## src/rtl/core/lru_pkg.sv

```systemverilog
// ----------------------------------------------------------------------------
// lru_pkg
// shared types and constants for the lru page store
// ----------------------------------------------------------------------------
package lru_pkg;

  localparam int unsigned MaxEntriesDefault = 512;
  localparam int unsigned KeyBitsDefault    = 40;
  localparam int unsigned FieldKeyW         = 40;
  localparam int unsigned CapW              = 10;
  localparam int unsigned CntW              = 32;
  localparam logic [CapW-1:0] CapReset      = 10'd512;

  typedef enum logic [2:0] {
    ST_IDLE,
    ST_SCAN,
    ST_SCAN_WAIT,
    ST_UPDATE,
    ST_OUT
  } lru_state_e;

  typedef struct packed {
    logic clear;
    logic start;
    logic scan_step;
    logic upd_step;
    logic commit;
  } lru_cmd_t;

  typedef struct packed {
    logic scan_done;
    logic upd_done;
  } lru_sts_t;

endpackage

```

## src/rtl/core/lru_ctrl.sv

```systemverilog
// ----------------------------------------------------------------------------
// lru_ctrl
// sequencer for lookup, rank update and result hand off
// ----------------------------------------------------------------------------
module lru_ctrl (
  input  logic              clk_i,
  input  logic              rst_ni,
  input  logic              cfg_we_i,
  input  logic              req_valid_i,
  output logic              req_ready_o,
  output logic              rsp_valid_o,
  input  logic              rsp_ready_i,
  output lru_pkg::lru_cmd_t cmd_o,
  input  lru_pkg::lru_sts_t sts_i
);
  import lru_pkg::*;

  lru_state_e state_q, state_d;

  always_ff @(posedge clk_i or negedge rst_ni) begin
    if (!rst_ni) begin
      state_q <= ST_IDLE;
    end else begin
      state_q <= state_d;
    end
  end

  always_comb begin
    state_d     = state_q;
    cmd_o       = '0;
    req_ready_o = 1'b0;
    rsp_valid_o = 1'b0;
    cmd_o.clear = cfg_we_i;
    unique case (state_q)
      ST_IDLE: begin
        req_ready_o = 1'b1;
        if (req_valid_i) begin
          cmd_o.start = 1'b1;
          state_d     = ST_SCAN;
        end
      end
      ST_SCAN: begin
        cmd_o.scan_step = 1'b1;
        if (sts_i.scan_done) begin
          state_d = ST_SCAN_WAIT;
        end
      end
      ST_SCAN_WAIT: begin
        state_d = ST_UPDATE;
      end
      ST_UPDATE: begin
        cmd_o.upd_step = 1'b1;
        if (sts_i.upd_done) begin
          cmd_o.commit = 1'b1;
          state_d      = ST_OUT;
        end
      end
      ST_OUT: begin
        rsp_valid_o = 1'b1;
        if (rsp_ready_i) begin
          req_ready_o = 1'b1;
          if (req_valid_i) begin
            cmd_o.start = 1'b1;
            state_d     = ST_SCAN;
          end else begin
            state_d = ST_IDLE;
          end
        end
      end
      default: state_d = ST_IDLE;
    endcase
  end

endmodule

```

## config.mk

```make
export PLATFORM = sky130hd
export DESIGN_NAME = lru_ctrl
export DESIGN_NICKNAME = d
export VERILOG_FILES = /design/src/rtl/core/lru_pkg.sv /design/src/rtl/core/lru_ctrl.sv
export SDC_FILE = /design/constraint.sdc
export NUM_CORES = 1
export LEC_CHECK = 0
export BUFFER_PORTS_ARGS = -buffer_cell sky130_fd_sc_hd__buf_2
export CAP_MARGIN = 25
export CORE_AREA = 2 2 39 41
export DETAILED_ROUTE_END_ITERATION = 7
export DIE_AREA = 0 0 41 43
export PLACE_DENSITY = 0.45
export SLEW_MARGIN = 20
export SYNTH_ARGS = -nofsm -noshare
export SYNTH_HDL_FRONTEND = slang
export SYNTH_SLANG_ARGS = --single-unit
export TNS_END_PERCENT = 20
```

## constraint.sdc

```tcl
create_clock -name clk_i -period 2.8 [get_ports clk_i]
set_input_delay 0.42 -clock clk_i [delete_from_list [all_inputs] [get_ports clk_i]]
set_output_delay 0.42 -clock clk_i [all_outputs]
set_load 0.01 [all_outputs]
```

# [Word-level counts from Yosys, hierarchy flattened]
# Cells that the tools add are included.
[op_classes] eq_ne=8 reduce_logical=2 mux=15
[ops] op="$pmux W3 S5" n=1
[ops] op="$mux W3" n=4
[ops] op="$ne A2 B2 Y1 const B" n=4
[ops] op="$mux W1" n=7
[ops] op="$eq A3 B2 Y1 const B" n=2
[ops] op="$pmux W1 S2" n=2
[ops] op="$reduce_and A4 Y1" n=1
[ops] op="$eq A3 B1 Y1 const B" n=1
[ops] op="$eq A3 B3 Y1 const B" n=1
[ops] op="$logic_not A3 Y1" n=1
[ops] op="$mux W2" n=1
[word_totals] in_bits=7 out_inout_bits=7 elab_cells=26 register_bits=3

# [Depth between registers and ports, before layout]
[depth] word_depth=3 ltp_mapped=4 ltp_nobuf=3

# [Worst setup path before layout]
# OpenSTA, ideal clock, no wires.
[synth_timing] path_kind="reg-to-output" startpoint="reg state_q[1]" endpoint="out cmd_o[3] (netlist name)" required_time_ps=2380 path_stages_with_launch=5 arrival_time_ps=1002 setup_slack_ps=1378 path_cell_list="dfrtp_1 buf_6 nor2_2 a21boi_2 and2_1"
[synth_lines] item="from (decl)" line_no="lru_ctrl.sv:18" text="lru_state_e state_q, state_d;"
[synth_lines] item="from (signal assigned)" line_no="lru_ctrl.sv:24" text="state_q <= state_d;"
[synth_lines] item="to (decl)" line_no="lru_ctrl.sv:13" text="output lru_pkg::lru_cmd_t cmd_o,"

==> run_results.csv <==
group,metric,value,unit
power,p_per_area,1060,nW/um^2
cts,clkTransAtPathRegs,40,ps
yosys,syn_inst,22,
power,irDropWorstVdd,247,uV
routing,dr.pass1.iters,1,
job,cap_viol_max_count,0,
placement,io_buffers,11,
routing,vias,201,
global_route,antenna_found_initial,0,
routing,ant_nets,0,
yosys,syn-num-nets,29,
yosys,yosysTopAreaCellShare,0.345,
timing,fin_crit,1700,ps
final_layout,largest_reg_flops,3,
setup_path,slowest_delay,460,ps
floorplan,coreArea,1380,um^2
min_path,hold_path.class,"input pin to flip-flop",
cts,numCtsBuffers,3,
setup_path,crit_required,2380,ps
cts,htree_levels,1,
global_route,gr-total-overflow,0,
routing,drc_errors,0,
placement,gp_congestion,0.676,
floorplan,start_util,0.157,
yosys,synth.area.top_cells,"dfrtp_1, and2_1, nor2b_4",
global_route,grt_pass1_vias,197,
timing,fin_setup_tns,0,ps
final_layout,antenna_cells,0,
timing,fin_crit_sh,0.606,
power,leakage,0.165,nW
timing,max_freq,589,MHz
cts,root_buffer,"clkbuf_4",
routing,wl_per_cell,8.63,um
global_route,grt_max_degree,9,
yosys,avgSynthCellArea,9.90,um^2
yosys,synth_top_cell_by_area,"dfrtp_1",
placement,dp_slack,1350,ps
setup_path,worstSetupPathType,"flip-flop to primary output",
yosys,ys_types,18,
floorplan,die_y,43,um
cts,cts_sinks,3,
routing,via_per_inst,3.87,
floorplan,die-area,1760,um^2
setup_path,critPathMaxFanout,8,
yosys,synth-seq-area-share,0.345,
global_route,grt_pass1_wl,786,um
setup_path,critical_path.endpoint_type,"primary output",
yosys,synth_seq_cells,3,
floorplan,io_pins,14,
setup_path,start_kind,"flip-flop",
setup_path,crit_slowest_cell,"dfrtp_1",
timing,skew,1.82,ps
final_layout,nets,44,
timing,rsz0062_at_grt,"no",
timing,fin_ws,1100,ps
timing,finalSetupViolCount,0,
timing,maxSlewViolCount,0,
routing,wl,449,um
outcome,status,"complete, no violations",
timing,max_slew.worst_pin.slew,272,ps
setup_path,cp.arrival,1280,ps
routing,drt_iter0_markers,0,
floorplan,die_w,41,um
cts,cts_tree,"done",
final_layout,syn_to_final_growth,42.5,%
timing,hold_viol,0,
yosys,yosysWarnings,0,
yosys,syn_area,218,um^2
global_route,grt_usage,0.0714,
placement,place_area,274,um^2
timing,maxSlewHeadroom,0.819,
cts,cts-resized-gates,0,
final_layout,largestRegisters,"state_q (3)",
floorplan,rows,14,
final_layout,final_area,310,um^2
final_layout,largest_register,"state_q",
cts,clk_path_buf_depth,2,
cts,clk_latency,230,ps
final_layout,drive_gt1_frac,0.500,
setup_path,crit_chain,"nor2_2 > a21boi_2 > and2_1 > buf_2",
## cell type report
type | instances | area, um^2
repair buffers | 12 | 65.1
well taps | 16 | 20.0
fillers | 150 | 1070
flip-flops and latches | 3 | 75.1
inverters | 1 | 3.75
multi-input cells | 16 | 120
clock buffers | 4 | 26.3
## synthesized netlist by cell type
| master | number |
|---|---|
| buf_6 | 1 |
| nor2b_4 | 1 |
| nor2b_1 | 1 |
| a311oi_1 | 1 |
| mux2i_1 | 1 |
| o311ai_1 | 1 |
| a21o_1 | 1 |
| a21oi_1 | 1 |
| and3_4 | 1 |
| nor2_1 | 1 |
| buf_4 | 1 |
| inv_1 | 1 |
| nor2_2 | 1 |
| nand3_1 | 1 |
| dfrtp_1 | 3 |
| a21boi_2 | 1 |
| and2_1 | 3 |
| nand2_1 | 1 |
## where the power goes
part | internal, mW | switching (mW) | leakage [nW]
combinational | 0.0851 | 0.0640 | 0.113
sequential | 0.0639 | 0.0388 | 0.0369
clock | 0.0535 | 0.0235 | 0.0150
## cell families (layout without fill, tap and decap cells)
family | count (synthesis) | after routing | share of synthesized area
and+or+nand+nor | 10 | 10 | 0.316
AOI/OAI and AO/OA | 5 | 5 | 0.190
DFF | 3 | 3 | 0.345
muxes | 1 | 1 | 0.0460
buffers and inverters | 3 | 17 | 0.103
## repair_timing
| item | in CTS | in global routing |
|---|---|---|
| endpoints found under the hold margin | 3 | 0 |
| hold buffers | 1 | 0 |
| setup buffers | 0 | 0 |
## per-stage QoR
| step | utilization | power (mW) | cells | hold slack [ps] |
|---|---|---|---|---|
| 2_1_floorplan | - | 0.219 | 22 | 124 |
| 3_3_place_gp | 0.198 | 0.256 | 47 | 219 |
| 3_5_place_dp | 0.198 | 0.253 | 47 | 217 |
| 4_1_cts | 0.224 | 0.338 | 52 | 409 |
| 5_1_grt | 0.224 | 0.362 | 52 | 438 |
| 6_report | 0.224 | 0.329 | 52 | 420 |
## layer usage
layer / vias to the layer above / part of all wire / routed length [um] / global-route usage
met1: 87 / 0.47 / 210 / 0.0874
met2: 9 / 0.42 / 189 / 0.0781
met4: 0 / 0 / 0 / 0.0600
li1: 105 / - / - / -
met3: 0 / 0.11 / 48 / 0.0524
met5: - / 0 / 0 / 0
## placed cells by master (no fill, tap or decap), types with 3 or more instances in the layout
master	instances
and2_1	3
buf_2	11
clkbuf_4	3
dfrtp_1	3
## critical path, delay by kind of cell (launching register included)
| kind | cells | cell delay, ps |
|---|---|---|
| and+or+nand+nor | 2 | 290 |
| DFF | 1 | 460 |
| buffers and inverters | 1 | 120 |
| AOI/OAI and AO/OA | 1 | 170 |
## worst paths after layout
kind	slack [ps]	cells past startpoint	start	endpoint
min in group asynchronous	510	2	rst_ni	state_q[2]
worst min register to register	580	1	state_q[0]	state_q[1]
worst max-delay path	1100	4	state_q[1]	cmd_o[3]
max in group asynchronous	2190	2	rst_ni	state_q[0]
worst max register to register	1780	3	state_q[1]	state_q[2]
worst min-delay path	420	2	sts_i[0]	state_q[1]
Power figures use the tool's default switching activity.
